--- src/assert_macros.svh ---
// assertion helpers, sampled on clk_i and held off while rst_ni is low
`ifndef ASSERT_MACROS_SVH
`define ASSERT_MACROS_SVH

// plain property check
`define CDSQ_ASSERT(label, prop, msg) \
  label: assert property (@(posedge clk_i) disable iff (!rst_ni) (prop)) else $error(msg);

// same-cycle implication
`define CDSQ_ASSERT_IMPL(label, ante, cons, msg) \
  label: assert property (@(posedge clk_i) disable iff (!rst_ni) (ante) |-> (cons)) \
    else $error(msg);

`endif

--- src/cdsq_pkg.sv ---
`default_nettype none

package cdsq_pkg;

  localparam int unsigned PosW = 19;              // sector position width
  localparam int unsigned SumW = PosW + 1;        // sum of two positions
  localparam logic [SumW-1:0] PosLimit = SumW'(450000);
  localparam int unsigned FramesPerSec = 75;
  localparam int unsigned SecsPerMin = 60;
  localparam logic [15:0] CrcPoly = 16'h1021;

  // divide by 75: x * 447393 >> 25 is exact for any 19-bit x
  localparam int unsigned Recip75 = 447393;
  localparam int unsigned R75Shift = 25;
  localparam int unsigned P1W = 2 * PosW;         // product width
  localparam int unsigned SecTotW = P1W - R75Shift; // total seconds width

  // divide by 60: x * 8739 >> 19 is exact for any 13-bit x
  localparam int unsigned Recip60 = 8739;
  localparam int unsigned R60Shift = 19;
  localparam int unsigned R60W = 14;
  localparam int unsigned P2W = SecTotW + R60W;
  localparam int unsigned MinW = P2W - R60Shift;

  typedef struct packed {
    logic              pregap;
    logic [7:0]        ctrl;
    logic [7:0]        trk;
    logic [6:0]        idx;
    logic [PosW-1:0]   len;
    logic [PosW-1:0]   st_trk;
    logic [PosW-1:0]   st_disc;
    logic [PosW-1:0]   off;
  } in_t;

  typedef struct packed {
    logic       err;
    logic [7:0] ctrl;
    logic [7:0] trk;
    logic [7:0] idx;
  } hdr_t;

  typedef struct packed {
    logic [7:0] mn;
    logic [7:0] sc;
    logic [7:0] fr;
  } msf_t;

  typedef struct packed {
    logic        err;
    logic [7:0]  ctrl;
    logic [7:0]  trk;
    logic [7:0]  idx;
    msf_t        rel_pos;
    msf_t        abs_pos;
    logic [15:0] crc;
  } res_t;

  // packed bcd, tens digit truncated to a nibble
  function automatic logic [7:0] bcd_of(input logic [7:0] v);
    logic [4:0] tens;
    logic [7:0] ones;
    tens = '0;
    for (int t = 1; t <= 25; t++) begin
      if (v >= 8'(t * 10)) begin
        tens = 5'(t);
      end
    end
    ones = v - ({tens, 3'b000} + {2'b00, tens, 1'b0});
    return {tens[3:0], ones[3:0]};
  endfunction

  // one byte of crc-16, msb first
  function automatic logic [15:0] crc_byte(input logic [15:0] c_i, input logic [7:0] b_i);
    logic [15:0] c;
    c = c_i ^ {b_i, 8'h00};
    for (int j = 0; j < 8; j++) begin
      c = c[15] ? ({c[14:0], 1'b0} ^ CrcPoly) : {c[14:0], 1'b0};
    end
    return c;
  endfunction

endpackage

`default_nettype wire

--- src/cd_subq_frame_generator.sv ---
// a result passes through 8 pipeline stages and then the output register
// throughput: one request per cycle except while stalled; the msf multiplier stages set the depth
// a skid register behind the output register lets the pipeline hold one extra result when stalled
// reset: rst_ni async active low clears all valid bits and sets the track count to 1
`default_nettype none
`include "assert_macros.svh"

module cd_subq_frame_generator import cdsq_pkg::*; (
  input  wire logic         clk_i,
  input  wire logic         rst_ni,
  // track count register write
  input  wire logic         cfg_valid_i,
  output logic              cfg_ready_o,
  input  wire logic [6:0]   cfg_data_i,
  // request stream
  input  wire logic         s_axis_tvalid,
  output logic              s_axis_tready,
  // ctrl/adr byte, track no, index no, index length, start in track,
  // start on disc, offset in index, zero pad
  input  wire logic [103:0] s_axis_tdata,
  // pregap flag
  input  wire logic         s_axis_tuser,
  // result stream
  output logic              m_axis_tvalid,
  input  wire logic         m_axis_tready,
  // control_out, track_bcd, index_bcd, rel_minute_bcd, rel_second_bcd, rel_frame_bcd,
  // abs_minute_bcd, abs_second_bcd, abs_frame_bcd, q_crc
  output logic [87:0]       m_axis_tdata,
  // position_error
  output logic              m_axis_tuser
);

  logic            en;
  logic [6:0]      tc_q;
  in_t             req;
  logic            v2;
  hdr_t            h2;
  logic [PosW-1:0] rel1, abs1;
  msf_t            rel4, abs4;
  logic            v8;
  res_t            res8, res_out;

  // configuration is always taken
  assign cfg_ready_o = 1'b1;

  always_ff @(posedge clk_i or negedge rst_ni) begin
    if (!rst_ni) begin
      tc_q <= 7'd1;
    end else if (cfg_valid_i) begin
      tc_q <= cfg_data_i;
    end
  end

  // unpack the request, lowest field first
  always_comb begin
    req.ctrl    = s_axis_tdata[7:0];
    req.trk     = s_axis_tdata[15:8];
    req.idx     = s_axis_tdata[22:16];
    req.len     = s_axis_tdata[41:23];
    req.st_trk  = s_axis_tdata[60:42];
    req.st_disc = s_axis_tdata[79:61];
    req.off     = s_axis_tdata[98:80];
    req.pregap  = s_axis_tuser;
  end

  // whole pipeline moves together; it stops only while the skid reg is full
  assign s_axis_tready = en;

  // stages 1-2: position sums, range check, track and index bcd
  cdsq_front u_front (
    .clk_i    (clk_i),
    .rst_ni   (rst_ni),
    .en_i     (en),
    .valid_i  (s_axis_tvalid),
    .in_i     (req),
    .tracks_i (tc_q),
    .valid_o  (v2),
    .hdr_o    (h2),
    .rel_o    (rel1),
    .abs_o    (abs1)
  );

  // stages 2-4: min/sec/frame split for each position
  cdsq_msf u_msf_rel (
    .clk_i (clk_i),
    .en_i  (en),
    .pos_i (rel1),
    .msf_o (rel4)
  );

  cdsq_msf u_msf_abs (
    .clk_i (clk_i),
    .en_i  (en),
    .pos_i (abs1),
    .msf_o (abs4)
  );

  // stages 3-8: crc one or two bytes a stage, then finish the frame
  cdsq_crc u_crc (
    .clk_i   (clk_i),
    .rst_ni  (rst_ni),
    .en_i    (en),
    .valid_i (v2),
    .hdr_i   (h2),
    .rel_i   (rel4),
    .abs_i   (abs4),
    .valid_o (v8),
    .res_o   (res8)
  );

  // output register plus skid
  cdsq_obuf u_obuf (
    .clk_i   (clk_i),
    .rst_ni  (rst_ni),
    .valid_i (v8),
    .res_i   (res8),
    .ready_i (m_axis_tready),
    .valid_o (m_axis_tvalid),
    .res_o   (res_out),
    .en_o    (en)
  );

  assign m_axis_tdata = {res_out.crc,
                         res_out.abs_pos.fr, res_out.abs_pos.sc, res_out.abs_pos.mn,
                         res_out.rel_pos.fr, res_out.rel_pos.sc, res_out.rel_pos.mn,
                         res_out.idx, res_out.trk, res_out.ctrl};
  assign m_axis_tuser = res_out.err;

  // a full skid register means the output register is full too
  `CDSQ_ASSERT_IMPL(a_skid_implies_out, !s_axis_tready, m_axis_tvalid,
                    "skid holds data while output register is empty")

  // the skid only fills behind a stalled output
  `CDSQ_ASSERT_IMPL(a_skid_fill_on_stall, $fell(s_axis_tready),
                    $past(m_axis_tvalid && !m_axis_tready),
                    "skid filled without an output stall")

  // a position error blanks every other field
  `CDSQ_ASSERT_IMPL(a_error_blanks, m_axis_tvalid && m_axis_tuser, m_axis_tdata == 88'h0,
                    "error result carries nonzero data")

endmodule

`default_nettype wire

--- src/cdsq_front.sv ---
`default_nettype none

module cdsq_front import cdsq_pkg::*; (
  input  wire logic            clk_i,
  input  wire logic            rst_ni,
  input  wire logic            en_i,
  input  wire logic            valid_i,
  input  wire in_t             in_i,
  input  wire logic [6:0]      tracks_i,
  output logic                 valid_o,
  output hdr_t                 hdr_o,
  output logic [PosW-1:0]      rel_o,
  output logic [PosW-1:0]      abs_o
);

  logic            v1_q, v2_q;
  logic [SumW-1:0] rel_d, rel_q, abs_d, abs_q;
  logic            perr_d, perr_q;
  hdr_t            h1_d, h1_q, h2_d, h2_q;

  always_comb begin
    if (in_i.pregap) begin
      rel_d = SumW'(in_i.len) - SumW'(in_i.off) - SumW'(1);
    end else begin
      rel_d = SumW'(in_i.st_trk) + SumW'(in_i.off);
    end
    abs_d  = SumW'(in_i.st_disc) + SumW'(in_i.off);
    perr_d = in_i.pregap && (in_i.off >= in_i.len);
    h1_d.err  = 1'b0;
    h1_d.ctrl = in_i.ctrl;
    // lead-out and other out-of-range tracks go through raw
    h1_d.trk  = (in_i.trk <= {1'b0, tracks_i}) ? bcd_of(in_i.trk) : in_i.trk;
    h1_d.idx  = bcd_of({1'b0, in_i.idx});
  end

  always_comb begin
    h2_d     = h1_q;
    h2_d.err = perr_q || (rel_q >= PosLimit) || (abs_q >= PosLimit);
  end

  always_ff @(posedge clk_i or negedge rst_ni) begin
    if (!rst_ni) begin
      v1_q <= 1'b0;
      v2_q <= 1'b0;
    end else if (en_i) begin
      v1_q <= valid_i;
      v2_q <= v1_q;
    end
  end

  always_ff @(posedge clk_i) begin
    if (en_i) begin
      rel_q  <= rel_d;
      abs_q  <= abs_d;
      perr_q <= perr_d;
      h1_q   <= h1_d;
      h2_q   <= h2_d;
    end
  end

  assign valid_o = v2_q;
  assign hdr_o   = h2_q;
  assign rel_o   = rel_q[PosW-1:0];
  assign abs_o   = abs_q[PosW-1:0];

endmodule

`default_nettype wire

--- src/cdsq_msf.sv ---
`default_nettype none

module cdsq_msf import cdsq_pkg::*; (
  input  wire logic            clk_i,
  input  wire logic            en_i,
  input  wire logic [PosW-1:0] pos_i,
  output msf_t                 msf_o
);

  logic [PosW-1:0]    pos2_q;
  logic [P1W-1:0]     p1_q;
  logic [SecTotW-1:0] sec_tot;
  logic [PosW-1:0]    frm_full;
  logic [SecTotW-1:0] sec3_q;
  logic [7:0]         fr3_q;
  logic [P2W-1:0]     p2_q;
  logic [MinW-1:0]    mn;
  logic [SecTotW-1:0] sec_full;
  msf_t               msf_q;

  // stage 2: reciprocal multiply for the frame split
  always_ff @(posedge clk_i) begin
    if (en_i) begin
      pos2_q <= pos_i;
      p1_q   <= P1W'(pos_i) * P1W'(Recip75);
    end
  end

  // stage 3: frame remainder, reciprocal multiply for the minute split
  always_comb begin
    sec_tot  = p1_q[P1W-1 -: SecTotW];
    frm_full = pos2_q - PosW'(sec_tot) * PosW'(FramesPerSec);
  end

  always_ff @(posedge clk_i) begin
    if (en_i) begin
      sec3_q <= sec_tot;
      fr3_q  <= bcd_of(8'(frm_full[6:0]));
      p2_q   <= P2W'(sec_tot) * P2W'(Recip60);
    end
  end

  // stage 4: second remainder and bcd
  always_comb begin
    mn       = p2_q[P2W-1 -: MinW];
    sec_full = sec3_q - SecTotW'(mn) * SecTotW'(SecsPerMin);
  end

  always_ff @(posedge clk_i) begin
    if (en_i) begin
      msf_q.mn <= bcd_of(mn);
      msf_q.sc <= bcd_of(8'(sec_full[5:0]));
      msf_q.fr <= fr3_q;
    end
  end

  assign msf_o = msf_q;

endmodule

`default_nettype wire

--- src/cdsq_crc.sv ---
`default_nettype none

module cdsq_crc import cdsq_pkg::*; (
  input  wire logic  clk_i,
  input  wire logic  rst_ni,
  input  wire logic  en_i,
  input  wire logic  valid_i,
  input  wire hdr_t  hdr_i,
  input  wire msf_t  rel_i,
  input  wire msf_t  abs_i,
  output logic       valid_o,
  output res_t       res_o
);

  logic [5:0]  vld_q;
  hdr_t        h3_q, h4_q, h5_q, h6_q, h7_q;
  msf_t        rel5_q, rel6_q, rel7_q;
  msf_t        abs5_q, abs6_q, abs7_q;
  logic [15:0] c3_q, c4_q, c5_q, c6_q, c7_q;
  logic [15:0] c8;
  res_t        res_d, res_q;

  // stage 8: last byte, invert, swap, blank on error
  always_comb begin
    c8 = crc_byte(c7_q, abs7_q.fr);
    res_d.err     = h7_q.err;
    res_d.ctrl    = h7_q.ctrl;
    res_d.trk     = h7_q.trk;
    res_d.idx     = h7_q.idx;
    res_d.rel_pos = rel7_q;
    res_d.abs_pos = abs7_q;
    res_d.crc     = {~c8[7:0], ~c8[15:8]};
    if (h7_q.err) begin
      res_d     = '0;
      res_d.err = 1'b1;
    end
  end

  always_ff @(posedge clk_i or negedge rst_ni) begin
    if (!rst_ni) begin
      vld_q <= '0;
    end else if (en_i) begin
      vld_q <= {vld_q[4:0], valid_i};
    end
  end

  always_ff @(posedge clk_i) begin
    if (en_i) begin
      // stage 3: control and track bytes
      h3_q   <= hdr_i;
      c3_q   <= crc_byte(crc_byte(16'h0000, hdr_i.ctrl), hdr_i.trk);
      // stage 4: index byte
      h4_q   <= h3_q;
      c4_q   <= crc_byte(c3_q, h3_q.idx);
      // stage 5: relative minute and second
      h5_q   <= h4_q;
      rel5_q <= rel_i;
      abs5_q <= abs_i;
      c5_q   <= crc_byte(crc_byte(c4_q, rel_i.mn), rel_i.sc);
      // stage 6: relative frame and the reserved zero byte
      h6_q   <= h5_q;
      rel6_q <= rel5_q;
      abs6_q <= abs5_q;
      c6_q   <= crc_byte(crc_byte(c5_q, rel5_q.fr), 8'h00);
      // stage 7: absolute minute and second
      h7_q   <= h6_q;
      rel7_q <= rel6_q;
      abs7_q <= abs6_q;
      c7_q   <= crc_byte(crc_byte(c6_q, abs6_q.mn), abs6_q.sc);
      res_q  <= res_d;
    end
  end

  assign valid_o = vld_q[5];
  assign res_o   = res_q;

endmodule

`default_nettype wire

--- src/cdsq_obuf.sv ---
`default_nettype none

module cdsq_obuf import cdsq_pkg::*; (
  input  wire logic  clk_i,
  input  wire logic  rst_ni,
  input  wire logic  valid_i,
  input  wire res_t  res_i,
  input  wire logic  ready_i,
  output logic       valid_o,
  output res_t       res_o,
  output logic       en_o
);

  logic out_v_q, sk_v_q;
  res_t out_q, sk_q;
  logic take;

  assign take = !out_v_q || ready_i;

  always_ff @(posedge clk_i or negedge rst_ni) begin
    if (!rst_ni) begin
      out_v_q <= 1'b0;
      sk_v_q  <= 1'b0;
    end else if (take) begin
      out_v_q <= sk_v_q ? 1'b1 : valid_i;
      sk_v_q  <= 1'b0;
    end else if (valid_i && !sk_v_q) begin
      sk_v_q  <= 1'b1;
    end
  end

  always_ff @(posedge clk_i) begin
    if (take) begin
      out_q <= sk_v_q ? sk_q : res_i;
    end
    if (!take && !sk_v_q) begin
      sk_q <= res_i;
    end
  end

  assign valid_o = out_v_q;
  assign res_o   = out_q;
  assign en_o    = !sk_v_q;

endmodule

`default_nettype wire

--- config.mk ---
export PLATFORM = sky130hd
export DESIGN_NAME = cd_subq_frame_generator
export DESIGN_NICKNAME = d
export VERILOG_FILES = /design/src/cdsq_pkg.sv /design/src/cd_subq_frame_generator.sv /design/src/cdsq_front.sv /design/src/cdsq_msf.sv /design/src/cdsq_crc.sv /design/src/cdsq_obuf.sv
export VERILOG_INCLUDE_DIRS = /design/src /design/src/src
export SDC_FILE = /design/constraint.sdc
export NUM_CORES = 2
export LEC_CHECK = 0
export BUFFER_PORTS_ARGS = -buffer_cell sky130_fd_sc_hd__buf_2
export CAP_MARGIN = 15
export CORE_ASPECT_RATIO = 0.75
export CORE_MARGIN = 3
export CORE_UTILIZATION = 51
export DETAILED_ROUTE_END_ITERATION = 7
export PLACE_DENSITY = 0.72
export REMOVE_ABC_BUFFERS = 1
export SLEW_MARGIN = 20
export SYNTH_ARGS = -nofsm -noshare
export SYNTH_HDL_FRONTEND = slang
export SYNTH_SLANG_ARGS = --single-unit
--- constraint.sdc ---
create_clock -name clk_i -period 33.6 [get_ports clk_i]
set_clock_uncertainty 0.1 [all_clocks]
set_input_delay 0 -clock clk_i [delete_from_list [all_inputs] [get_ports clk_i]]
set_output_delay 0 -clock clk_i [all_outputs]
set_load 0.02 [all_outputs]
==> summary.md <==
| Metric | Value |
|---|---|
| Max-slew headroom | 30.0% |
| Synth top area share | 48.2% |
| Met2 usage | 27.3% |
| Initial DRC Count | 1700 |
| Vias in the first global route | 28800 |
| Max Cap Viol | 0 |
| Non-filler cells, final | 5684 |
| Largest net degree at the start of global routing | 150 |
| Post-Synthesis Cells | 3886 |
| Grt met3 use | 2.87% |
| Worst path top cell family by delay | adder cells |
| Port Buf Inserts | 200 |
| Largest stage delay, worst path | 0.77 ns |
| Routed Antenna Nets | 0 |
| Status | completed |
| Syn avg cell area | 13.2 µm² |
| Slowest CP cell | edfxtp_1 |
| WL final | 91.7 mm |
| Total track usage | 17.8% |
| Grt ovf | 0 |
| First-pass GRT wire length | 149 mm |
| Final Hold Viols | 0 |
| Hold Crit Class | input pin to flip-flop |
| RSZ-0062 raised after global routing | no |
| Critical path buffers and inverters | 2 |
| CP Capture Type | flip-flop |
| Area growth, synth to finish | 13.6% |
| Setup TNS | 0 ns |
| Synth top area cells | edfxtp_1, ha_1, fa_1 |
| Vias per cell | 5.08 |
| Most frequent cell after synthesis | edfxtp_1 |
| Vias | 28900 |
| Hold_ws | 0.0462 ns |
| Critical path fanouts, max | 9 |
| Worst Path Required | 33.87 ns |
| Clk Latency, worst-skew pair | 0.64 ns |
| Post-synth EDFFs | 824 |
| Crit Path Category | flip-flop to flip-flop |
| TritonCTS clock tree | yes |
| Post-DP HPWL | 66.8 mm |
| Remaining DRCs | 0 |
| Die Ht | 281 µm |
| Busiest layer in global routing | met2 |
| Fillers | 7779 |
| Max clock buf depth | 3 |
| Initial Util | 51.6% |
| Worst Path Arrival | 7.34 ns |
| # rows | 100 |
| Die ar. | 0.104 mm² |
| Synth warn | 0 |
| Synth top cells by count | edfxtp_1, ha_1, inv_1, fa_1, xnor2_1 |
| Design Area, Final | 0.0583 mm² |
| Final Max Tran Viols | 0 |
| Layout cell share with drive strength beyond 1 | 10.2% |
| Final nets | 5301 |
| Htree depth | 3 |
| Initial antenna violation count | 2 |
| Placed cells | 5355 |
| Drt wl/cell | 16.1 µm |
| Clock-pin slew on the worst setup and hold paths | 0.06 ns |
| Setup repair bufs after CTS | 0 |
| Post-synthesis sequential area ratio | 49.1% |
| Total core area | 0.0995 mm² |
| Routability Congestion | 0.888 |
| Met1 Use GR | 26.4% |
| Fmax | 141 MHz |
| CP most frequent cell | fa_1 |
| Mapped cell area | 0.0513 mm² |
| Post-synth top area cell | edfxtp_1 |
| Worst Tran Pin Value | 1.04 ns |
| Total I/O pin count | 209 |
| Area of the multi-input gates | 0.0237 mm² |
| TritonRoute pass-1 iters | 5 |
| Die width | 372 µm |
| FF+latch count, synth | 841 |
| Netlist cell types | 82 |
| CTS Root Cell | clkbuf_16 |
| CTS buffer count | 83 |
| Final period util | 21.0% |
| Clk sink count | 841 |
| Placed inst area | 0.0538 mm² |
| FFs w/ async S/R, synth | 2.02% |
| FF/Latch Area | 0.0252 mm² |
| Post-layout min period | 7.07 ns |
| Startpoint type of the worst setup path | flip-flop |
| Final setup viols | 0 |
| CP cell instances | fa_1 -> fa_1 -> inv_1 -> fa_1 -> fa_1 -> inv_1 -> fa_1 -> fa_1 -> ha_1 -> nand4_1 -> a211oi_1 -> a2111oi_2 -> a211oi_1 -> o21ai_1 -> a311oi_1 -> a311o_1 -> a31o_2 -> a21oi_2 -> xnor2_1 |
| Most used DFF post-synth | edfxtp_1 |
[cell type report]
type / instances / area share [%]
sequential: 841 / 43.2
multi-input combinational: 2404 / 40.7
timing repair buffer: 388 / 4.90
tap: 1326 / 2.85
clock buffer: 104 / 3.70
inverter: 573 / 3.70
antenna: 2 / 0.00859
clock inverter: 46 / 0.945
[flip-flops by register name, indices dropped and copies added, names as in the netlist, 24 cells and up]
signal,cells
u_obuf.res_o,87
u_crc.h6_q,25
u_crc.h4_q,25
u_obuf.sk_q,87
u_crc.h3_q,25
u_crc.h7_q,25
u_front.hdr_o,25
u_crc.res_o,87
u_front.h1_q,24
u_crc.h5_q,25
[worst min-delay path: cells and delay by family]
kind	cells	cell delay, ns
fa+ha+maj	1	0.22
compound gates	1	0.19
xor+xnor	1	0.10
buf+inv	1	0.13
[cells by family (layout without fill, tap and decap cells)]
logic type               after synthesis  after routing  synth area share (%)
adder cells (fa/ha/maj)              894            894                  26.1
flip-flops                           841            841                  49.1
buffers and inverters                642           1111                  4.74
AND/OR/NAND/NOR                      550            550                  5.38
AO/OA/AOI/OAI                        470            470                  5.81
XOR/XNOR                             375            375                  6.42
multiplexers                         112            112                  2.43
other                                  2              5                0.0146
[per-stage QoR]
step | setup WS (ns) | util [%]
2_1_floorplan | 16.94 | -
3_3_place_gp | 26.56 | 54.1
3_5_place_dp | 26.48 | 54.1
4_1_cts | 26.45 | 58.6
5_1_grt | 26.10 | 58.6
6_report | 26.53 | 58.6
[layout by cell type (no fill, tap or decap), drive strengths merged, types with 120 or more instances in the layout]
cell type,netlist,routed
fa,295,295
dlygate4sd3,0,177
nor2,152,152
buf,9,211
xnor2,277,277
ha,598,598
o21ai,120,120
a21oi,134,134
inv,571,575
edfxtp,824,824
[metal layers]
metal	share of wire, %	vias up
met4	2.4	0
met1	49	13900
met5	0	-
met2	45	590
met3	4.5	125
li1	-	14300
[timing repair]
| action | CTS | global route |
|---|---|---|
| endpoints found under the hold margin | 112 | 0 |
| resized for setup | 0 | 0 |
| hold buffers | 177 | 0 |
[final timing paths]
check / start / end / slack, ns / cells after the start
setup / recovery: u_front.rel_q[12]$_DFFE_PN_ / u_msf_rel.p1_q[37]$_DFFE_PN_ / 26.53 / 19
hold / removal: s_axis_tdata[92] / u_front.rel_q[12]$_DFFE_PN_ / 0.05 / 4
setup reg to reg: u_front.rel_q[12]$_DFFE_PN_ / u_msf_rel.p1_q[37]$_DFFE_PN_ / 26.53 / 19
hold reg to reg: u_msf_rel.fr3_q[2]$_DFFE_PN_ / u_msf_rel.msf_o[2]$_DFFE_PN_ / 0.29 / 0
max in group asynchronous: rst_ni / u_obuf.sk_v_q$_DFFE_PN0P_ / 31.76 / 4
min in group asynchronous: rst_ni / tc_q[0]$_DFFE_PN1P_ / 0.33 / 3
Power is left out: the tool's default activity adds up to more than one toggle a clock period on the data nets, which glitch-free logic cannot reach.
